$ cat config.mk
export PLATFORM = sky130hd
export DESIGN_NAME = button_multitap_classifier_top
export DESIGN_NICKNAME = d
export VERILOG_FILES = /design/src/rtl/bmc_pkg.sv /design/src/rtl/bmc_cell.sv /design/src/rtl/bmc_update.sv /design/src/rtl/button_multitap_classifier_top.sv
export SDC_FILE = /design/constraint.sdc
export NUM_CORES = 2
export LEC_CHECK = 0
export BUFFER_PORTS_ARGS = -buffer_cell sky130_fd_sc_hd__buf_4
export CORE_AREA = 2 2 352 285
export DETAILED_ROUTE_END_ITERATION = 16
export DIE_AREA = 0 0 354 287
export PLACE_DENSITY = 0.67
export RECOVER_POWER = 50
export SYNTH_ARGS = -nofsm -noshare
export SYNTH_HDL_FRONTEND = slang
export SYNTH_SLANG_ARGS = --single-unit
$ cat constraint.sdc
create_clock -name clk -period 14.9 [get_ports clk]
set_input_delay 1.49 -clock clk [delete_from_list [all_inputs] [get_ports clk]]
set_output_delay 1.49 -clock clk [all_outputs]
set_load 0.01 [all_outputs]
$ cat src/rtl/bmc_pkg.sv
// shared types and constants for the button multitap classifier
// no dependencies; imported by every module of the block
`default_nettype none

package bmc_pkg;

  // button phase codes, the unused code 7 behaves as idle
  typedef enum logic [2:0] {
    PH_IDLE  = 3'd0,
    PH_DOWN1 = 3'd1,
    PH_LONG  = 3'd2,
    PH_UP1   = 3'd3,
    PH_DOWN2 = 3'd4,
    PH_UP2   = 3'd5,
    PH_DOWN3 = 3'd6
  } phase_t;

  // event kinds reported on the result channel
  typedef enum logic [1:0] {
    EV_SHORT  = 2'd0,
    EV_LONG   = 2'd1,
    EV_DOUBLE = 2'd2,
    EV_TRIPLE = 2'd3
  } ev_kind_t;

  // scan sequencer states
  typedef enum logic [1:0] {
    ST_IDLE  = 2'd0,
    ST_SCAN  = 2'd1,
    ST_FLUSH = 2'd2
  } scan_state_t;

  // configuration register indexes
  localparam logic [1:0] CFG_LONG_PRESS = 2'd0;
  localparam logic [1:0] CFG_GAP        = 2'd1;
  localparam logic [1:0] CFG_ACTIVE     = 2'd2;

  localparam int TICK_W   = 32;
  localparam int IDX_OUT_W = 5;
  localparam int ACTIVE_W = 6;

  // contents of one cell of the ring: per-button state plus its mask bit
  typedef struct packed {
    phase_t              phase;
    logic [TICK_W-1:0]   edge_tick;
    logic                down;
  } cell_t;

endpackage

`default_nettype wire

$ cat src/rtl/bmc_cell.sv
// one ring cell: holds the phase, edge tick and mask bit of one button
// depends on bmc_pkg
`default_nettype none

module bmc_cell
  import bmc_pkg::*;
(
  input  wire   clk,
  input  wire   rst_n,
  input  wire   load_en,
  input  wire   mask_bit,
  input  wire   shift_en,
  input  cell_t d,
  output cell_t q
);

  cell_t q_r;

  // mask bit is loaded per word, the whole cell shifts during a scan
  always_ff @(posedge clk) begin
    if (!rst_n) begin
      q_r.phase     <= PH_IDLE;
      q_r.edge_tick <= '0;
      q_r.down      <= 1'b0;
    end else if (load_en) begin
      q_r.down <= mask_bit;
    end else if (shift_en) begin
      q_r <= d;
    end
  end

  assign q = q_r;

endmodule

`default_nettype wire

$ cat src/rtl/bmc_update.sv
// per-button phase machine applied to the cell at the head of the ring
// depends on bmc_pkg
`default_nettype none

module bmc_update
  import bmc_pkg::*;
(
  input  cell_t             cur,
  input  wire  [TICK_W-1:0] now,
  input  wire  [TICK_W-1:0] long_ticks,
  input  wire  [TICK_W-1:0] gap_ticks,
  output cell_t             nxt,
  output logic              ev_valid,
  output ev_kind_t          ev_kind
);

  logic [TICK_W-1:0] elapsed;
  logic              hit_long;
  logic              hit_gap;

  // wrapping elapsed time since the last edge
  assign elapsed  = now - cur.edge_tick;
  assign hit_long = (elapsed == long_ticks);
  assign hit_gap  = (elapsed == gap_ticks);

  // phase transitions
  always_comb begin
    nxt      = cur;
    ev_valid = 1'b0;
    ev_kind  = EV_SHORT;
    case (cur.phase)
      PH_DOWN1: begin
        if (hit_long) begin
          nxt.phase = PH_LONG;
        end else if (!cur.down) begin
          nxt.phase     = PH_UP1;
          nxt.edge_tick = now;
        end
      end
      PH_LONG: begin
        if (!cur.down) begin
          nxt.phase = PH_IDLE;
          ev_valid  = 1'b1;
          ev_kind   = EV_LONG;
        end
      end
      PH_UP1: begin
        if (hit_gap) begin
          nxt.phase = PH_IDLE;
          ev_valid  = 1'b1;
          ev_kind   = EV_SHORT;
        end else if (cur.down) begin
          nxt.phase     = PH_DOWN2;
          nxt.edge_tick = now;
        end
      end
      PH_DOWN2: begin
        if (!cur.down) begin
          nxt.phase     = PH_UP2;
          nxt.edge_tick = now;
        end
      end
      PH_UP2: begin
        if (hit_gap) begin
          nxt.phase = PH_IDLE;
          ev_valid  = 1'b1;
          ev_kind   = EV_DOUBLE;
        end else if (cur.down) begin
          nxt.phase     = PH_DOWN3;
          nxt.edge_tick = now;
        end
      end
      PH_DOWN3: begin
        if (!cur.down) begin
          nxt.phase = PH_IDLE;
          ev_valid  = 1'b1;
          ev_kind   = EV_TRIPLE;
        end
      end
      default: begin
        // idle up, and the unused code
        if (cur.down) begin
          nxt.phase     = PH_DOWN1;
          nxt.edge_tick = now;
        end else begin
          nxt.phase = PH_IDLE;
        end
      end
    endcase
  end

endmodule

`default_nettype wire

$ cat src/rtl/button_multitap_classifier_top.sv
// top level of the button multitap classifier: ring of button cells,
// scan sequencer, pending event and output register
// depends on bmc_pkg, bmc_cell, bmc_update
//
// usage
//   in channel: one word per tick, in_tdata is the pressed mask, bit i for
//   button i. out channel: one word per event, in button order; out_tlast
//   marks the last event of a tick. a tick with no event gives no word.
//   cfg port: write enable, index and data; 0 long press ticks, 1 multitap
//   gap ticks, 2 active buttons (clipped to MAX_BUTTONS). write while idle.
// timing
//   the button states sit in a ring of MAX_BUTTONS cells that rotates one
//   place per cycle while not stalled past a single update unit; a tick is
//   accepted in idle, scanned over all MAX_BUTTONS cells, then flushed. one
//   tick is in the block at a time; in_tready is high only between ticks.
//   the first event of a tick appears after the scan has found a second
//   event or reached the end of the ring.
// reset and stalls
//   rst_n (synchronous, active low) clears the tick counter, all phases and
//   edge ticks and restores the register defaults. when out_tready is low
//   the finished word holds, the next event waits in the pending register
//   and the ring stops rotating at any further event until the word leaves.
`default_nettype none

module button_multitap_classifier_top
  import bmc_pkg::*;
#(
  parameter int MAX_BUTTONS = 32
) (
  input  wire                clk,
  input  wire                rst_n,
  // input words
  input  wire                in_tvalid,
  output logic               in_tready,
  input  wire  [31:0]        in_tdata,   // [31:0] pressed_mask
  // result words
  output logic               out_tvalid,
  input  wire                out_tready,
  output logic [7:0]         out_tdata,  // [4:0] button_index, [6:5] event_kind, [7] zero
  output logic               out_tlast,  // last_of_tick
  // configuration writes
  input  wire                cfg_we,
  input  wire  [1:0]         cfg_addr,
  input  wire  [31:0]        cfg_wdata
);

  localparam int STEP_W = (MAX_BUTTONS > 1) ? $clog2(MAX_BUTTONS) : 1;
  localparam logic [ACTIVE_W-1:0] MAX_CNT = ACTIVE_W'(MAX_BUTTONS);
  localparam logic [STEP_W-1:0]   LAST_STEP = STEP_W'(MAX_BUTTONS - 1);

  // configuration registers
  logic [TICK_W-1:0]   long_ticks_r;
  logic [TICK_W-1:0]   gap_ticks_r;
  logic [ACTIVE_W-1:0] active_r;

  always_ff @(posedge clk) begin
    if (!rst_n) begin
      long_ticks_r <= TICK_W'(50);
      gap_ticks_r  <= TICK_W'(25);
      active_r     <= ACTIVE_W'(8);
    end else if (cfg_we) begin
      case (cfg_addr)
        CFG_LONG_PRESS: long_ticks_r <= cfg_wdata;
        CFG_GAP:        gap_ticks_r  <= cfg_wdata;
        CFG_ACTIVE:     active_r     <= cfg_wdata[ACTIVE_W-1:0];
        default:        ;
      endcase
    end
  end

  // sequencer state and control
  scan_state_t         state_r, state_nxt;
  logic [TICK_W-1:0]   tick_r;
  logic [STEP_W-1:0]   step_r;
  logic [ACTIVE_W-1:0] count_r;
  logic                accept;
  logic                scanning;
  logic                flushing;
  logic                out_free;
  logic                advance;
  logic                head_active;
  logic                head_ev;

  // ring of cells
  cell_t cell_q [MAX_BUTTONS];
  cell_t upd_cell;
  cell_t head_nxt;
  logic  upd_ev_valid;
  ev_kind_t upd_ev_kind;

  // pending event and output register
  logic                 pend_v_r;
  logic [IDX_OUT_W-1:0] pend_idx_r;
  ev_kind_t             pend_kind_r;
  logic                 out_valid_r;
  logic [IDX_OUT_W-1:0] out_idx_r;
  ev_kind_t             out_kind_r;
  logic                 out_last_r;
  logic                 out_load;
  logic                 out_load_last;

  assign out_free = !out_valid_r || out_tready;

  // control outputs of the sequencer
  always_comb begin
    in_tready = 1'b0;
    scanning  = 1'b0;
    flushing  = 1'b0;
    case (state_r)
      ST_IDLE:  in_tready = 1'b1;
      ST_SCAN:  scanning  = 1'b1;
      ST_FLUSH: flushing  = 1'b1;
      default:  ;
    endcase
  end

  assign accept      = in_tvalid && in_tready;
  assign head_active = ({{(ACTIVE_W-STEP_W){1'b0}}, step_r} < count_r);
  assign head_ev     = head_active && upd_ev_valid;
  // ring stops only when an event would overflow the pending register
  assign advance     = scanning && !(head_ev && pend_v_r && !out_free);

  // next state
  always_comb begin
    state_nxt = state_r;
    case (state_r)
      ST_IDLE:  if (accept) state_nxt = ST_SCAN;
      ST_SCAN:  if (advance && step_r == LAST_STEP) state_nxt = ST_FLUSH;
      ST_FLUSH: if (!pend_v_r || out_free) state_nxt = ST_IDLE;
      default:  state_nxt = ST_IDLE;
    endcase
  end

  always_ff @(posedge clk) begin
    if (!rst_n) begin
      state_r <= ST_IDLE;
      tick_r  <= '0;
      step_r  <= '0;
      count_r <= '0;
    end else begin
      state_r <= state_nxt;
      if (accept) begin
        tick_r  <= tick_r + TICK_W'(1);
        step_r  <= '0;
        count_r <= (active_r > MAX_CNT) ? MAX_CNT : active_r;
      end else if (advance) begin
        step_r  <= step_r + STEP_W'(1);
      end
    end
  end

  // shared update unit at the head of the ring
  bmc_update u_update (
    .cur        (cell_q[0]),
    .now        (tick_r),
    .long_ticks (long_ticks_r),
    .gap_ticks  (gap_ticks_r),
    .nxt        (upd_cell),
    .ev_valid   (upd_ev_valid),
    .ev_kind    (upd_ev_kind)
  );

  // unscanned buttons pass round the ring unchanged
  assign head_nxt = head_active ? upd_cell : cell_q[0];

  // cell i takes from cell i+1, the tail takes the updated head
  for (genvar i = 0; i < MAX_BUTTONS; i++) begin : g_cell
    cell_t d_in;
    if (i == MAX_BUTTONS - 1) begin : g_tail
      assign d_in = head_nxt;
    end else begin : g_mid
      assign d_in = cell_q[i+1];
    end
    bmc_cell u_cell (
      .clk      (clk),
      .rst_n    (rst_n),
      .load_en  (accept),
      .mask_bit (in_tdata[i]),
      .shift_en (advance),
      .d        (d_in),
      .q        (cell_q[i])
    );
  end

  // output register load: a new event pushes the pending one out,
  // the flush sends the pending one as last of the tick
  assign out_load_last = flushing && pend_v_r && out_free;
  assign out_load      = (advance && head_ev && pend_v_r) || out_load_last;

  always_ff @(posedge clk) begin
    if (!rst_n) begin
      pend_v_r <= 1'b0;
    end else if (advance && head_ev) begin
      pend_v_r <= 1'b1;
    end else if (out_load_last) begin
      pend_v_r <= 1'b0;
    end
  end

  always_ff @(posedge clk) begin
    if (advance && head_ev) begin
      pend_idx_r  <= IDX_OUT_W'(step_r);
      pend_kind_r <= upd_ev_kind;
    end
  end

  always_ff @(posedge clk) begin
    if (!rst_n) begin
      out_valid_r <= 1'b0;
    end else if (out_load) begin
      out_valid_r <= 1'b1;
    end else if (out_tready) begin
      out_valid_r <= 1'b0;
    end
  end

  always_ff @(posedge clk) begin
    if (out_load) begin
      out_idx_r  <= pend_idx_r;
      out_kind_r <= pend_kind_r;
      out_last_r <= out_load_last;
    end
  end

  assign out_tvalid = out_valid_r;
  assign out_tdata  = {1'b0, out_kind_r, out_idx_r};
  assign out_tlast  = out_last_r;

endmodule

`default_nettype wire

# [Word level (Yosys, flattened, before mapping)]
# Index checks and enable logic that the tools add are counted.
[word_totals] wordCells=262 ff_bits=1284 output_inout_bits=11
[op_classes] n_addsub=3 mux=99 reduce_logical=30 n_bitwise=2 order_cmp=2 n_eq_ne=16
[op_table] operator="$pmux W32 S5" count=1
[op_table] operator="$mux W35" count=4
[op_table] operator="$mux W32" count=4
[op_table] operator="$mux W1" count=75
[op_table] operator="$eq A32 B32 Y1" count=2
[op_table] operator="$mux W36" count=1
[op_table] operator="$add A32 B1 Y32 const B" count=1
[op_table] operator="$sub A32 B32 Y32" count=1
[op_table] operator="$pmux W3 S5" count=1
[op_table] operator="$mux W3" count=4
[op_table] operator="$pmux W2 S3" count=2
[op_table] operator="$logic_and A1 B1 Y1" count=10
[op_table] operator="$mux W2" count=5
[op_table] operator="$eq A3 B3 Y1 const B" count=3
[op_table] operator="$reduce_and A2 Y1" count=4
[op_table] operator="$eq A3 B2 Y1 const B" count=2
[op_table] operator="$gt A6 B6 Y1 const B" count=1
[op_table] operator="$lt A5 B6 Y1" count=1
[op_table] operator="$mux W6" count=1
[op_table] operator="$ne A2 B2 Y1 const B" count=3
[op_table] operator="$reduce_bool A2 Y1" count=3
[op_table] operator="$reduce_or A2 Y1" count=3
[op_table] operator="$add A5 B1 Y5 const B" count=1
[op_table] operator="$eq A5 B5 Y1 const B" count=1
[op_table] operator="9 further kinds" count=18

# [Depth between registers and ports, before layout]
[depth] word_depth=13 ltp_mapped=19

# [Modules after synthesis]
# From an unflattened synthesis, not the netlist that was laid out.
[unflattened] cells_unflattened=6830 area_unflattened_um2=60601.9
[by_module_without_submodules] mod="bmc_cell" area_each_um2=1495.2 cells_per_inst=158 instances=32
[by_module_without_submodules] mod="bmc_update" area_each_um2=7173.1 cells_per_inst=1139 instances=1
[by_module_without_submodules] mod="button_multitap_classifier_top" area_each_um2=5582.9 cells_per_inst=635 instances=1

# [Least setup slack after synthesis]
# No wires, ideal clock.
[synth_path] path_kind="reg-to-reg" from="reg tick_r[0]" to="reg out_idx_r[0] (enable)" period_less_slack_ps=4841 path_buffers=0 stages_incl_launch_ff=17 t_required_ps=14516 path_slack_ps=10059 arrival_time_ps=4457 cell_sequence="dfxtp_1 -> inv_1 -> ha_1 -> fa_1 -> and2b_1 -> o2111ai_2 -> a211oi_1 -> o31a_1 -> a31o_2 -> xor2_1 -> xor2_1 -> nor4_4 -> nand4_4 -> or2_2 -> o21ai_1 -> nand3_1 -> o21ai_0"
[synth_via] elab_chain_len=12
[synth_rtl] item="from (decl)" line_no="button_multitap_classifier_top.sv:73" rtl="logic [TICK_W-1:0] tick_r;"
[synth_rtl] item="from (signal assigned)" line_no="button_multitap_classifier_top.sv:143" rtl="tick_r <= tick_r + TICK_W'(1);"
[synth_rtl] item="$sub A32 B32 Y32 (*)" line_no="bmc_update.sv:22" rtl="assign elapsed = now - cur.edge_tick;"
[synth_rtl] item="$eq A32 B32 Y1 (*)" line_no="bmc_update.sv:24" rtl="assign hit_gap = (elapsed == gap_ticks);"
[synth_rtl] item="$mux W1 (*)" line_no="bmc_update.sv:48, bmc_update.sv:64"
[synth_rtl] item="$pmux W1 S2 (*)" line_no="bmc_update.sv:31" rtl="case (cur.phase)"
[synth_rtl] item="$logic_and A1 B1 Y1 (*)" line_no="button_multitap_classifier_top.sv:119" rtl="assign head_ev = head_active && upd_ev_valid;"
[synth_rtl] item="$logic_and A1 B1 Y1 (2 in a row)" line_no="button_multitap_classifier_top.sv:121" rtl="assign advance = scanning && !(head_ev && pend_v_r && !out_free);"
[synth_rtl] item="$logic_not A1 Y1" line_no="button_multitap_classifier_top.sv:121"
[synth_rtl] item="$logic_and A1 B1 Y1" line_no="button_multitap_classifier_top.sv:121"
[synth_rtl] item="$logic_and A1 B1 Y1 (*) (2 in a row)" line_no="button_multitap_classifier_top.sv:188" rtl="assign out_load = (advance && head_ev && pend_v_r) || out_load_last;"
[synth_rtl] item="$logic_or A1 B1 Y1 (*)" line_no="button_multitap_classifier_top.sv:188"
[synth_rtl] item="via out_load" line_no="button_multitap_classifier_top.sv:99" rtl="logic out_load;"
[synth_rtl] item="to (signal assigned)" line_no="button_multitap_classifier_top.sv:219" rtl="out_idx_r <= pend_idx_r;"
[synth_rtl] item="to (decl)" line_no="button_multitap_classifier_top.sv:96" rtl="logic [IDX_OUT_W-1:0] out_idx_r;"
# Mark *: on every way through the listed nets, which the timed path passes. The rest lies on a longest branch.
# A chain may end at the register's enable or synchronous reset.

# [Final worst setup path]
[layout_path] from="in rst_n" to="reg g_cell[4].u_cell.q_r (netlist bit g_cell[4].u_cell.q[20])"
[layout_lines] item="from (decl)" line_no="button_multitap_classifier_top.sv:31" rtl="input wire rst_n,"
[layout_lines] item="to (decl)" line_no="bmc_cell.sv:17" rtl="cell_t q_r;"
# No word-level cell between the ends.

==> summary.md <==
| Metric | Value |
|---|---|
| Post-synth top area cell | `dfxtp_1` |
| Synth cell types | `81` |
| First-pass GRT wire length | `167,000 um` |
| Start point of the worst hold path | `pend_idx_r[3]` |
| Main synth FF type | `dfxtp_1` |
| DR vias/cell | `5.21` |
| Slew @ Worst Pin | `4350 ps` |
| Die X | `354 um` |
| Largest net degree at the start of global routing | `257` |
| # setup viols final | `0` |
| Max-Cap Viols | `6` |
| Inst Count DP | `7,165` |
| Critical path class | `in -> reg` |
| DR iter-0 viols | `3,227` |
| Worst min path class | `reg -> reg` |
| FMAX | `98.8 MHz` |
| Cell Area, Synth | `48,700 um^2` |
| Fin util | `54.2%` |
| Final nets | `6,084` |
| Worst setup EP type | `flip-flop` |
| Routed vias | `38,509` |
| Initial antenna violation count | `0` |
| I/O Pins | `82` |
| Most used cell, CP | `buf_4` |
| Post-CTS sizing | `0` |
| Mean Syn Cell Area | `7.86 um^2` |
| Post-CTS setup repair buffer count | `0` |
| Non-filler instance count after layout | `7,388` |
| Share of cells above drive strength 1 | `5.43%` |
| Slowest CP cell | `clkinvlp_2` |
| CTS tree | `built` |
| Violated checks | `max-capacitance violations, max-slew violations` |
| Die area | `102,000 um^2` |
| Gr ovfl total | `0` |
| Avg WL per Cell | `13.3 um` |
| Final worst-path setup slack | `4770 ps` |
| Worst EP required | `15,520 ps` |
| FF-to-FF setup slack | `5570 ps` |
| Clk_lat worst skew | `710 ps` |
| Slew Limit Headroom | `-190%` |
| FFs w/ async S/R, synth | `0%` |
| Root Driver | `clkbuf_16` |
| Power per Cell Area | `129 nW/um^2` |
| Cell with the most instances after synthesis | `nand2_1` |
| Reg clk slew, reported paths | `60 ps` |
| Area grow syn2layout | `8.94%` |
| R2R Path Start | `tick_r[0]` |
| Post-layout minimum cycle time | `10,130 ps` |
| CTS Buf Count | `118` |
| Vias in the first global route | `35,157` |
| Hold Path End | `out_idx_r[3]` |
| Synth area leaders | `dfxtp_1 52%, nand2_1 19%, a21oi_1 12%` |
| CP Cell Sequence | `clkbuf_1 -> clkinvlp_2 -> buf_4 -> buf_4 -> buf_4 -> a21oi_1` |
| Critical Path Source Type | `input pin` |
| Worst hold path cell count | `0` |
| Place WS | `7420 ps` |
| Fin. Hold Viols | `0` |
| Die height | `287 um` |
| First drt pass iteration count | `5` |
| Worst path max stage delay | `4480 ps` |
| Status | `complete, but fails checks` |
| Max FO, Critical Path | `144` |
| Static leakage | `17.5 nW` |
| # H-tree levels | `3` |
| Most frequent cells after synthesis | `2,476 x nand2_1, 1,269 x dfxtp_1, 1,210 x a21oi_1` |
| Cell count after synthesis | `6,197` |
| Final ANT Viol Nets | `0` |
| All-layer global routing usage | `18.8%` |
| Wirelength, routed | `98,200 um` |
| CORE AREA | `97,900 um^2` |
| Cell area after layout | `53,100 um^2` |
| IO buf count | `80` |
| Post-synth EDFFs | `15` |
| Setup Skew | `28.7 ps` |
| DRC viols | `0` |
| Sequential share of the synthesized area | `53.1%` |
| TritonCTS Sinks | `1,284` |
| GPL Wtd Cong | `0.895` |
| FF-to-FF End | `g_cell[3].u_cell.q[1]` |
| Final Max Tran Viols | `415` |
| Maximum vdd drop | `0.000120 V` |
| Row cnt | `103` |
| Setup tns final | `0 ps` |
| Yosys warns | `0` |
| Seq cells post-synth | `1,284` |
| Diode count | `0` |
| DP Wirelength | `57,500 um` |
| Worst Path Arrival | `10,740 ps` |
| Reg2reg path depth | `18` |
| RSZ-0062 raised after global routing | `false` |
| Cell Area, Placed | `49,100 um^2` |
| Synth top area share | `52.2%` |
| Fin crit share | `68.0%` |
| # hold bufs at CTS | `0` |
| Synth Net Count | `6,308` |
| Initial Utilization | `49.7%` |
| Clock buffer depth | `3` |
==> flip-flops by register name (all words and copies together), names as in the netlist, 2 cells and up <==
| signal | flops |
|---|---|
| active_r | 6 |
| count_r | 6 |
| g_cell.u_cell.q | 1152 |
| gap_ticks_r | 32 |
| long_ticks_r | 32 |
| out_idx_r | 5 |
| out_kind_r | 2 |
| pend_idx_r | 5 |
| pend_kind_r | 2 |
| state_r | 2 |
| step_r | 5 |
| tick_r | 32 |
==> critical path: cells and delay by family <==
kind	cells	cell delay, ps
compound gates	1	250
buf+inv	5	8750
==> cell type report <==
type | instances | area, um^2
multi-input combinational | 4407 | 20400
tap | 1312 | 1640
inverter | 49 | 185
clock buffer | 183 | 3600
clock inverter | 40 | 464
timing repair buffer | 113 | 871
fill | 9287 | 44900
sequential | 1284 | 25900
==> per-layer routing <==
| metal | vias to the layer above | routed length, um | GRT usage (%) |
|---|---|---|---|
| met5 | - | 0 | 0 |
| met3 | 114 | 3730 | 3.20 |
| met1 | 18110 | 48300 | 26.8 |
| met2 | 480 | 44600 | 30.0 |
| li1 | 19805 | - | - |
| met4 | 0 | 1530 | 4.05 |
==> power by group <==
part | internal (mW) | leakage [nW] | switching (mW)
clock network | 1.76 | 1.99 | 1.32
logic | 0.0621 | 5.15 | 0.234
registers | 3.46 | 10.4 | 0.0176
==> metrics by stage <==
step                total power [mW]  hold WS, ps
detailed placement              3.86          406
global placement                3.86          405
finish                          6.85          419
CTS                             6.93          422
global route                    7.10          433
floorplan                       3.80          400
==> worst max path at each step <==
stage	startpoint	end	slack (ps)	depth (start not counted)
floorplan	tick_r[0]	out_idx_r[0]	10060	16
global placement	tick_r[0]	g_cell[28].u_cell.q[24]	7400	18
detailed placement	tick_r[0]	g_cell[30].u_cell.q[20]	7420	18
CTS	tick_r[0]	g_cell[5].u_cell.q[24]	7380	18
global route	rst_n	g_cell[0].u_cell.q[0]	3680	6
finish	rst_n	g_cell[4].u_cell.q[20]	4770	6
==> cell usage in the layout, fill, tap and decap left out, drive strengths merged, types with 4 or more instances in the layout <==
cell      Yosys  final
a21o         11     11
a311oi       37     37
a21oi      1215   1215
nand2b       11     11
a211oi       11     11
clkbuf      203    198
nand4        23     23
ha           39     39
bufinv        0      5
o211ai       11     11
clkinv        0     26
and4          4      4
nor3         14     14
nand3b       10     10
xnor3         5      5
xnor2        61     61
and2          6      6
and3         18     18
o21a         21     21
inv          49     51
nor4         10     10
xor2         48     48
dfxtp      1269   1269
a211o         4      4
or3          10     10
nand3        52     52
nor2        121    121
o21ai        93     93
a31oi        21     21
nand2      2476   2476
clkinvlp      0      7
a2111oi       4      4
or2           8      8
mux2i         9      9
buf         254     98
a31o          5      5
edfxtp       15     15
==> cells by family (layout without fill, tap and decap cells) <==
| kind of cell | Yosys count | after routing | share of synthesized area, % |
|---|---|---|---|
| other cells | 1 | 1 | 0.00770 |
| compound gates | 1469 | 1469 | 16.3 |
| simple gates | 2774 | 2774 | 22.3 |
| buf+inv | 506 | 385 | 4.88 |
| fa+ha+maj | 40 | 40 | 1.04 |
| flops | 1284 | 1284 | 53.1 |
| xor+xnor | 114 | 114 | 2.19 |
| mux | 9 | 9 | 0.185 |
(Power assumes the default switching activity.)
